<file path="config.mk">
export PLATFORM = sky130hd
export DESIGN_NAME = pwm_period_duty_capture_core
export DESIGN_NICKNAME = d
export VERILOG_FILES = /design/src/hdl/pdc_pkg.sv /design/src/hdl/pdc_ctrl.sv /design/src/hdl/pdc_datapath.sv /design/src/hdl/pwm_period_duty_capture_core.sv
export SDC_FILE = /design/constraint.sdc
export NUM_CORES = 1
export LEC_CHECK = 0
export ABC_CLOCK_PERIOD_IN_PS = 13600
export BUFFER_PORTS_ARGS = -buffer_cell sky130_fd_sc_hd__buf_2
export CORE_UTILIZATION = 54
export CTS_CLUSTER_SIZE = 24
export DETAILED_ROUTE_END_ITERATION = 10
export PLACE_DENSITY = 0.78
export SLEW_MARGIN = 5
export SYNTH_ARGS = -nofsm -noshare
export SYNTH_HDL_FRONTEND = slang
export SYNTH_SLANG_ARGS = --single-unit
export TNS_END_PERCENT = 20
</file>
<file path="constraint.sdc">
create_clock -name clock -period 13.6 [get_ports clock]
set_input_delay 2.04 -clock clock [delete_from_list [all_inputs] [get_ports clock]]
set_output_delay 2.04 -clock clock [all_outputs]
set_load 0.01 [all_outputs]
</file>
<file path="src/hdl/pdc_pkg.sv">
// Shared types and constants for the PWM period and duty capture core.
// Used by the controller, the datapath and the top level; no dependencies.
package pdc_pkg;

   localparam int TIME_BITS  = 16;
   localparam int DUTY_BITS  = 7;
   localparam int DUTY_SCALE = 100;

   localparam logic [DUTY_BITS-1:0] DUTY_MAX  = 7'd100;
   localparam logic [2:0]           STEP_LAST = 3'd6;

   localparam logic [TIME_BITS-1:0] RELOAD_RESET = 16'hFFFF;
   localparam logic                 REG_RELOAD   = 1'b0;

   localparam logic [1:0] PH_FIRST_RISE = 2'd0;
   localparam logic [1:0] PH_FALL       = 2'd1;
   localparam logic [1:0] PH_NEXT_RISE  = 2'd2;

   typedef enum logic [5:0] {
      ST_IDLE     = 6'b000001,
      ST_UPDATE   = 6'b000010,
      ST_DIV_INIT = 6'b000100,
      ST_DIV_STEP = 6'b001000,
      ST_DIV_END  = 6'b010000,
      ST_FINISH   = 6'b100000
   } state_type;

   typedef struct packed {
      logic       capture;
      logic       update;
      logic       div_init;
      logic       div_step;
      logic       div_end;
      logic       load_out;
      logic [2:0] step_idx;
   } cmd_type;

   typedef struct packed {
      logic div_needed;
      logic div_sat;
   } status_type;

endpackage

</file>
<file path="src/hdl/pdc_ctrl.sv">
// Controller for the PWM capture core: sequences edge update, duty division
// and result hand-off. Depends on pdc_pkg.
module pdc_ctrl (
   input  logic                 clock,
   input  logic                 reset,
   input  logic                 req_tvalid,
   output logic                 req_tready,
   output logic                 rsp_tvalid,
   input  logic                 rsp_tready,
   input  pdc_pkg::status_type  status,
   output pdc_pkg::cmd_type     cmd
);

   pdc_pkg::state_type state_ff, state_in;
   logic [2:0]         step_ff, step_in;
   logic               rsp_valid_ff, rsp_valid_in;

   assign req_tready = (state_ff == pdc_pkg::ST_IDLE);
   assign rsp_tvalid = rsp_valid_ff;

   always_comb begin
      state_in     = state_ff;
      step_in      = step_ff;
      cmd          = '0;
      rsp_valid_in = rsp_valid_ff && !rsp_tready;
      case (state_ff)
         pdc_pkg::ST_IDLE: begin
            if (req_tvalid) begin
               cmd.capture = 1'b1;
               state_in    = pdc_pkg::ST_UPDATE;
            end
         end
         pdc_pkg::ST_UPDATE: begin
            cmd.update = 1'b1;
            state_in   = status.div_needed ? pdc_pkg::ST_DIV_INIT : pdc_pkg::ST_FINISH;
         end
         pdc_pkg::ST_DIV_INIT: begin
            cmd.div_init = 1'b1;
            step_in      = pdc_pkg::STEP_LAST;
            state_in     = status.div_sat ? pdc_pkg::ST_FINISH : pdc_pkg::ST_DIV_STEP;
         end
         pdc_pkg::ST_DIV_STEP: begin
            cmd.div_step = 1'b1;
            cmd.step_idx = step_ff;
            if (step_ff == 3'd0) begin
               state_in = pdc_pkg::ST_DIV_END;
            end else begin
               step_in = step_ff - 3'd1;
            end
         end
         pdc_pkg::ST_DIV_END: begin
            cmd.div_end = 1'b1;
            state_in    = pdc_pkg::ST_FINISH;
         end
         pdc_pkg::ST_FINISH: begin
            if (!rsp_valid_ff || rsp_tready) begin
               cmd.load_out = 1'b1;
               rsp_valid_in = 1'b1;
               state_in     = pdc_pkg::ST_IDLE;
            end
         end
         default: begin
            state_in = pdc_pkg::ST_IDLE;
         end
      endcase
   end

   always_ff @(posedge clock) begin
      if (reset) begin
         state_ff     <= pdc_pkg::ST_IDLE;
         step_ff      <= 3'd0;
         rsp_valid_ff <= 1'b0;
      end else begin
         state_ff     <= state_in;
         step_ff      <= step_in;
         rsp_valid_ff <= rsp_valid_in;
      end
   end

`ifndef ASSERT_OFF
   a_accept_to_update: assert property (@(posedge clock) disable iff (reset)
      (state_ff == pdc_pkg::ST_IDLE && req_tvalid) |=> (state_ff == pdc_pkg::ST_UPDATE))
      else $error("accepted beat did not move to update");

   a_step_range: assert property (@(posedge clock) disable iff (reset)
      (state_ff == pdc_pkg::ST_DIV_STEP) |-> (step_ff <= pdc_pkg::STEP_LAST))
      else $error("divide step index out of range");

   a_rsp_from_finish: assert property (@(posedge clock) disable iff (reset)
      $rose(rsp_valid_ff) |-> $past(state_ff == pdc_pkg::ST_FINISH))
      else $error("result raised outside finish");
`endif

endmodule

</file>
<file path="src/hdl/pdc_datapath.sv">
// Datapath for the PWM capture core: edge timestamps, tick counts, the
// shift-subtract duty divider and the result register. Depends on pdc_pkg.
module pdc_datapath (
   input  logic                 clock,
   input  logic                 reset,
   input  pdc_pkg::cmd_type     cmd,
   output pdc_pkg::status_type  status,
   input  logic [15:0]          capture_time,
   input  logic [15:0]          reload_value,
   output logic [55:0]          rsp_tdata,
   output logic                 rsp_tuser
);

   localparam int COUNTER_BITS = pdc_pkg::TIME_BITS;
   localparam int NW = COUNTER_BITS + pdc_pkg::DUTY_BITS;

   function automatic logic [COUNTER_BITS-1:0] ticks_between(input logic [15:0] from_t,
                                                             input logic [15:0] to_t,
                                                             input logic [15:0] reload);
      logic [32:0] r;
      if (to_t >= from_t) begin
         r = {17'b0, to_t} - {17'b0, from_t};
      end else begin
         r = {17'b0, reload} + 33'd1 - {17'b0, from_t} + {17'b0, to_t};
      end
      return r[COUNTER_BITS-1:0];
   endfunction

   logic [15:0]              t_ff, t_in;
   logic [1:0]               phase_ff, phase_in;
   logic [15:0]              last_rise_ff, last_rise_in;
   logic [15:0]              last_fall_ff, last_fall_in;
   logic [COUNTER_BITS-1:0]  high_ff, high_in;
   logic [COUNTER_BITS-1:0]  low_ff, low_in;
   logic [COUNTER_BITS-1:0]  period_ff, period_in;
   logic [6:0]               duty_ff, duty_in;
   logic                     done_ff, done_in;
   logic [NW-1:0]            num_ff, num_in;
   logic [NW-1:0]            rem_ff, rem_in;
   logic [6:0]               quo_ff, quo_in;
   logic [55:0]              out_data_ff;
   logic                     out_user_ff;

   logic [COUNTER_BITS-1:0]  rise_ticks, fall_ticks;
   logic [NW-1:0]            divisor_sh;

   assign rise_ticks = ticks_between(last_rise_ff, t_ff, reload_value);
   assign fall_ticks = ticks_between(last_fall_ff, t_ff, reload_value);
   assign divisor_sh = NW'(period_ff) << cmd.step_idx;

   assign status.div_needed = (phase_ff == pdc_pkg::PH_NEXT_RISE) &&
                              (rise_ticks != '0);
   assign status.div_sat    = (num_ff >= {period_ff, 7'b0});

   always_comb begin
      t_in         = t_ff;
      phase_in     = phase_ff;
      last_rise_in = last_rise_ff;
      last_fall_in = last_fall_ff;
      high_in      = high_ff;
      low_in       = low_ff;
      period_in    = period_ff;
      duty_in      = duty_ff;
      done_in      = done_ff;
      num_in       = num_ff;
      rem_in       = rem_ff;
      quo_in       = quo_ff;
      if (cmd.capture) begin
         t_in = capture_time;
      end
      if (cmd.update) begin
         case (phase_ff)
            pdc_pkg::PH_FALL: begin
               last_fall_in = t_ff;
               high_in      = rise_ticks;
               phase_in     = pdc_pkg::PH_NEXT_RISE;
               done_in      = 1'b0;
            end
            pdc_pkg::PH_NEXT_RISE: begin
               period_in    = rise_ticks;
               low_in       = fall_ticks;
               num_in       = NW'(high_ff) * NW'(pdc_pkg::DUTY_SCALE);
               last_rise_in = t_ff;
               phase_in     = pdc_pkg::PH_FALL;
               done_in      = 1'b1;
            end
            default: begin
               last_rise_in = t_ff;
               phase_in     = pdc_pkg::PH_FALL;
               done_in      = 1'b0;
            end
         endcase
      end
      if (cmd.div_init) begin
         if (status.div_sat) begin
            duty_in = pdc_pkg::DUTY_MAX;
         end else begin
            rem_in = num_ff;
            quo_in = 7'd0;
         end
      end
      // restoring step: quotient is known to fit in seven bits here
      if (cmd.div_step && (rem_ff >= divisor_sh)) begin
         rem_in = rem_ff - divisor_sh;
         quo_in = quo_ff | (7'd1 << cmd.step_idx);
      end
      if (cmd.div_end) begin
         duty_in = (quo_ff > pdc_pkg::DUTY_MAX) ? pdc_pkg::DUTY_MAX : quo_ff;
      end
   end

   always_ff @(posedge clock) begin
      if (reset) begin
         phase_ff     <= pdc_pkg::PH_FIRST_RISE;
         last_rise_ff <= '0;
         last_fall_ff <= '0;
         high_ff      <= '0;
         low_ff       <= '0;
         period_ff    <= '0;
         duty_ff      <= '0;
         done_ff      <= 1'b0;
      end else begin
         phase_ff     <= phase_in;
         last_rise_ff <= last_rise_in;
         last_fall_ff <= last_fall_in;
         high_ff      <= high_in;
         low_ff       <= low_in;
         period_ff    <= period_in;
         duty_ff      <= duty_in;
         done_ff      <= done_in;
      end
   end

   always_ff @(posedge clock) begin
      t_ff   <= t_in;
      num_ff <= num_in;
      rem_ff <= rem_in;
      quo_ff <= quo_in;
      if (cmd.load_out) begin
         out_data_ff <= {(phase_ff == pdc_pkg::PH_FALL), duty_ff, period_ff,
                         low_ff, high_ff};
         out_user_ff <= done_ff;
      end
   end

   assign rsp_tdata = out_data_ff;
   assign rsp_tuser = out_user_ff;

endmodule

</file>
<file path="src/hdl/pwm_period_duty_capture_core.sv">
// PWM input-capture core: one capture timestamp per req beat, one result
// per beat with high, low and period ticks and the duty in percent. Each
// item takes an edge update; when a nonzero period completes, the duty is
// set to 100 at once if it saturates, else it comes from a shift-subtract
// divider that resolves one quotient bit per cycle, seven bits in all. A
// finished result stays in the rsp register while the next beat is taken;
// the core waits before loading another only if that result has not been
// taken yet. The reload register (byte address 0) sets the timer wrap used
// for elapsed ticks and should be written while no beat is in flight.
// Depends on pdc_pkg, pdc_ctrl and pdc_datapath.
module pwm_period_duty_capture_core (
   input  logic        clock,
   input  logic        reset,
   // req
   input  logic        req_tvalid,
   output logic        req_tready,
   input  logic [15:0] req_tdata,   // [15:0] capture_time
   // rsp
   output logic        rsp_tvalid,
   input  logic        rsp_tready,
   output logic [55:0] rsp_tdata,   // [15:0] high_time, [31:16] low_time,
                                    // [47:32] period_len, [54:48] duty_pct,
                                    // [55] arm_falling
   output logic        rsp_tuser,   // [0] period_done
   // csr
   input  logic        csr_psel,
   input  logic        csr_penable,
   input  logic        csr_pwrite,
   input  logic [2:0]  csr_paddr,
   input  logic [31:0] csr_pwdata,
   output logic [31:0] csr_prdata,
   output logic        csr_pready
);

   pdc_pkg::cmd_type    cmd;
   pdc_pkg::status_type status;

   logic [15:0] reload_ff, reload_in;
   logic        reload_sel;

   assign csr_pready = 1'b1;
   assign reload_sel = (csr_paddr[2] == pdc_pkg::REG_RELOAD);

   always_comb begin
      reload_in = reload_ff;
      if (csr_psel && csr_penable && csr_pwrite && csr_pready && reload_sel) begin
         reload_in = csr_pwdata[15:0];
      end
   end

   always_ff @(posedge clock) begin
      if (reset) begin
         reload_ff <= pdc_pkg::RELOAD_RESET;
      end else begin
         reload_ff <= reload_in;
      end
   end

   assign csr_prdata = reload_sel ? {16'b0, reload_ff} : 32'b0;

   pdc_ctrl u_ctrl (
      .clock      (clock),
      .reset      (reset),
      .req_tvalid (req_tvalid),
      .req_tready (req_tready),
      .rsp_tvalid (rsp_tvalid),
      .rsp_tready (rsp_tready),
      .status     (status),
      .cmd        (cmd)
   );

   pdc_datapath u_datapath (
      .clock        (clock),
      .reset        (reset),
      .cmd          (cmd),
      .status       (status),
      .capture_time (req_tdata),
      .reload_value (reload_ff),
      .rsp_tdata    (rsp_tdata),
      .rsp_tuser    (rsp_tuser)
   );

endmodule

</file>
# Word level (Yosys, flattened, before mapping)
# Cells that the tools add are included.
[word_totals]
wordCells = 107
ff_bits = 240
output_inout_bits = 92
[op_classes]
eq_ne = 13
mul = 1
shift = 2
n_bitwise = 3
n_reduce_logical = 22
add_sub_neg = 9
magnitude_cmp = 5
mux = 34
[op_table]
columns = ["operator", "n"]
rows = [
  ["two-way mux 23 bit", 3],
  ["subtractor 16 bit", 4],
  ["two-way mux 7 bit", 7],
  ["two-way mux 16 bit", 3],
  ["greater-or-equal comparator 23 bit", 2],
  ["case mux 6 bit (6 select lines)", 1],
  ["adder 16 bit", 2],
  ["greater-or-equal comparator 16 bit", 2],
  ["two-way mux 6 bit", 5],
  ["left shift 16 x 3 -> 23 bit", 1],
  ["subtractor 23 bit", 1],
  ["multiplier 16 x 5 -> 21 bit, second input constant", 1],
  ["adder 16 x 1 -> 16 bit, second input constant", 1],
  ["nonzero test 16 bit", 1],
  ["AND reduction 2 bit", 6],
  ["two-way mux 1 bit", 11],
  ["nonzero test 2 bit", 4],
  ["> comparator 7 bit, second input constant", 1],
  ["OR 7 bit", 1],
  ["left shift 1 x 3 -> 7 bit, first input constant", 1],
  ["equality test 6 x 1 -> 1 bit, second input constant", 1],
  ["equality test 6 x 2 -> 1 bit, second input constant", 1],
  ["equality test 6 x 3 -> 1 bit, second input constant", 1],
  ["equality test 6 x 4 -> 1 bit, second input constant", 1],
  ["16 further kinds", 27],
]

# Logic depth before layout (Yosys ltp)
[depth]
ltp_word = 8
ltp_mapped = 19
depth_no_buf = 18

# Modules after synthesis
# A second synthesis with hierarchy kept.
[unflattened]
cells_unflattened = 1686
hier_area_um2 = 16266.9
[modules_own_cells]
columns = ["mod", "cells_per_inst", "area_per_inst_um2", "n_inst"]
rows = [
  ["pdc_datapath", 1508, 14746.6, 1],
  ["pwm_period_duty_capture_core", 106, 907.1, 1],
  ["pdc_ctrl", 72, 613.1, 1],
]

# Worst setup path after synthesis
# Ideal clock, no wire load.
[synth_timing]
kind = "in2reg"
start = "in rsp_tready"
end = "reg u_datapath.out_data_ff[0] (netlist: u_datapath.rsp_tdata[0]) (enable)"
arrival_ns = 4.723
path_slack_ns = 8.399
stages = 2
path_cell_list = "or2b_1 nor2b_1"
[synth_rtl]
columns = ["item", "line_no", "rtl"]
rows = [
  ["from (decl)", "pwm_period_duty_capture_core.sv:20", "input logic rsp_tready,"],
  ["to (signal assigned)", "pdc_datapath.sv:140", "out_data_ff <= {(phase_ff == pdc_pkg::PH_FALL), duty_ff, period_ff,"],
  ["to (decl)", "pdc_datapath.sv:41", "logic [55:0] out_data_ff;"],
]

# Final worst setup path
[layout_timing]
start = "reg u_ctrl.state_ff[4]"
end = "reg u_datapath.rem_ff[12], data pin"
[layout_between]
elab_chain_cells = 6
[layout_rtl]
columns = ["item", "line_no", "rtl"]
rows = [
  ["from (decl)", "pdc_ctrl.sv:14", "pdc_pkg::state_type state_ff, state_in;"],
  ["from (signal assigned)", "pdc_ctrl.sv:70", "state_ff <= pdc_pkg::ST_IDLE;"],
  ["from (signal assigned)", "pdc_ctrl.sv:74", "state_ff <= state_in;"],
  ["equality test 6 x 4 -> 1 bit *", "pdc_ctrl.sv:26", "case (state_ff)"],
  ["two-way mux 3 bit", "pdc_ctrl.sv:26", ""],
  ["left shift 16 x 3 -> 23 bit", "pdc_datapath.sv:49", "assign divisor_sh = NW'(period_ff) << cmd.step_idx;"],
  ["greater-or-equal comparator 23 bit", "pdc_datapath.sv:103", "if (cmd.div_step && (rem_ff >= divisor_sh)) begin"],
  ["logical AND 1 bit", "pdc_datapath.sv:103", ""],
  ["two-way mux 23 bit *", "pdc_datapath.sv:103", ""],
  ["via u_datapath.rem_in[12]", "pdc_datapath.sv:39", "logic [NW-1:0] rem_ff, rem_in;"],
  ["to (signal assigned)", "pdc_datapath.sv:137", "rem_ff <= rem_in;"],
  ["to (decl)", "pdc_datapath.sv:39", ""],
]
# The timed path passes the listed nets; every way through them passes the cells marked *.
# A chain may end at the register's enable or synchronous reset.

==> run metrics <==
max-cap violations 0; clock root cell clkbuf_16; Req. time, crit path 13890 ps; worst slack, placed 7640 ps; Worst EP arrival 6400 ps; vias per cell 5.85; minimum clock period after layout 6110 ps; layout cells sized above 1 11.5%; final WL 38900 um; Post-synth EDFFs 124; Hold Slack 435 ps; number of port buffers 114; CP Class flip-flop to flip-flop; Max transition margin 19.1%; Mapped Area 16500 um2; DP Cell Count 2191; drt wl/cell 17.4 um; pin count of the biggest net entering global routing 71; Worst R2R Path Depth 18; core area 29800 um2; die area 31200 um2; total power 0.00205 W; Worst-path clk slew 60 ps; detailed-route DRC error count 0; GR Overflow Total 0; hpwl dp 29700 um; via count 13100; CP Max Fanout 30; CP max-delay cell nand2_1; Antenna diodes 0; Clock Latency Late Sink 540 ps; Fin Setup TNS 0 ps; unique cell type count in the Yosys netlist 91; hold path depth 0; leading cell type in the layout, fill and taps excluded nand2_1; startpoint types flip-flop; peak per-stage delay on the critical path 800 ps; post-synthesis cell count 1736; hold_sp u_datapath.low_ff[2]; Layout Nets 2086; die height 177 um; cell area power density 112 nW/um2; r2r setup slk 7490 ps; most frequent cells in the layout nand2_1 (169), ha_1 (156), inv_1 (136); Post CTS Setup Buffer Count 0; Area Overhead vs Synth 10.6%; Die Wd 177 um; Achievable Freq 0.164 GHz; post_cts resized 0; Hold WC Path Type flip-flop to flip-flop; final worst-path cycle share 44.9%; max FFs per register 56; post-synthesis sequential area ratio 36.7%; CTS hold repair buffers 0; Final Wtd Congestion 0.931; row count 63; RSZ-0062 raised after global routing false; 1st-iter DRT viols 996; Async SR Flop Fraction 0%; H-tree depth 1; clk sinks 240; Worst-Margin Slew 1210 ps; setup ws final 7490 ps; CTS tree built; post-detailed-route count of antenna-violating nets 0; status finished, final reports clean; cell chain of the critical path nor2_1, nand2_1, nor3b_1, nand2_1, o32a_1, o21ai_0, mux2i_1, ha_1, a21o_1, a21o_1, o21ai_0, a21oi_1, o21ai_1, o311ai_1, o21ai_0, a21oi_2, buf_4, mux2_2; GRT Overall Usage 25.2%; CTS buffer count 25; Mapped Avg Cell Area 9.48 um2; boundary pin count 150; maximum clock path buffer count 3; CP Buf/Inv Count 1; Final Hold Fails 0; register bit total from synthesis 240; crit end category flip-flop; Crit path max-delay family compound AO/OA/AOI/OAI gates; worst reg2reg path startpoint u_ctrl.state_ff[4]; top_reg_cell synth edfxtp_1; drt pass-1 iters 5; RR Endpoint u_datapath.rem_ff[12]; vias in the first global route 12600; clk_skew 13.1 ps; Final setup viols 0; Worst VDD drop 0.0889 mV; first-pass GRT wire length 63000 um; Initial Util 55.3%; final cell count without fillers 2237; CP most frequent cell o21ai_0; pins over their slew limit 0; P_leak 7.52 nW; initial antenna violation count 1; synth warn 0; hold path endpoint u_datapath.rsp_tdata[18]
how the worst max path moves through the flow:
stage / startpoint / end / depth (start not counted)
after global placement: u_ctrl.state_ff[4] / u_datapath.rem_ff[3] / 17
final: u_ctrl.state_ff[4] / u_datapath.rem_ff[12] / 18
after floorplan: rsp_tready / u_datapath.rsp_tdata[0] / 2
after global routing: u_ctrl.state_ff[4] / u_datapath.rem_ff[6] / 17
after detailed placement: u_ctrl.state_ff[4] / u_datapath.rem_ff[6] / 17
after CTS: u_ctrl.state_ff[4] / u_datapath.rem_ff[6] / 17
cell type report:
class	count	area (um2)
well taps	390	488
fillers	2425	11600
repair buffers	121	626
clock buffers	29	681
multi-input cells	1301	9620
clock inverters	17	236
inverters	139	522
flip-flops and latches	240	6050
where the power goes:
part / switching (W) / leakage, nW / internal [W]
Combinational: 0.000305 / 5.00 / 0.000213
Clock: 0.000296 / 0.448 / 0.000456
Sequential: 0.0000127 / 2.07 / 0.000763
Total: 0.000613 / 7.52 / 0.00143
cell usage after synthesis (5+ instances only):
cell type | count | area [um2]
a211oi_1 | 53 | 398
a21o_1 | 26 | 195
a21oi_1 | 119 | 596
a22oi_1 | 5 | 37.5
a31oi_1 | 15 | 93.8
and2_1 | 11 | 68.8
and3_1 | 20 | 125
buf_4 | 17 | 128
clkbuf_1 | 48 | 180
dfxtp_1 | 116 | 2320
edfxtp_1 | 124 | 3720
fa_1 | 44 | 881
ha_1 | 156 | 1950
inv_1 | 136 | 510
mux2_2 | 19 | 214
mux2i_1 | 54 | 541
nand2_1 | 169 | 634
nand2b_1 | 17 | 106
nand3_1 | 26 | 130
nand3b_1 | 22 | 165
nand4_1 | 14 | 87.6
nor2_1 | 131 | 492
nor2b_1 | 38 | 238
nor3_1 | 47 | 235
nor3b_1 | 5 | 37.5
nor4_1 | 9 | 56.3
o2111ai_1 | 5 | 43.8
o211ai_1 | 8 | 60.1
o21a_1 | 18 | 135
o21ai_0 | 55 | 275
o21bai_1 | 7 | 52.6
or3_1 | 16 | 100
xnor2_1 | 60 | 526
xor2_1 | 31 | 272
through the flow:
stage / instance area (um2) / utilization (%)
after floorplan: 16500 / -
after global placement: 17300 / 58.0
after detailed placement: 17300 / 58.0
after CTS: 18200 / 61.1
after global routing: 18200 / 61.1
final: 18200 / 61.1
cell families after synthesis:
group                      synth area share (%)
xor gates and xnor gates                   4.84
adders and majority gates                  17.2
and+or+nand+nor                            16.4
AOI/OAI and AO/OA                          14.9
DFF                                        36.7
other                                    0.0456
muxes                                      4.58
buffers and inverters                      5.33
metal layers:
| metal | share of wire [%] | track usage [%] | routed length [um] | vias up |
|---|---|---|---|---|
| li1 | - | - | - | 6348 |
| met1 | 44 | 32.8 | 17000 | 6199 |
| met2 | 46 | 42.6 | 18000 | 442 |
| met3 | 6.6 | 4.07 | 2570 | 93 |
| met4 | 3.3 | 8.48 | 1290 | 2 |
| met5 | 0.031 | 0 | 12 | - |
(Power assumes the default switching activity.)
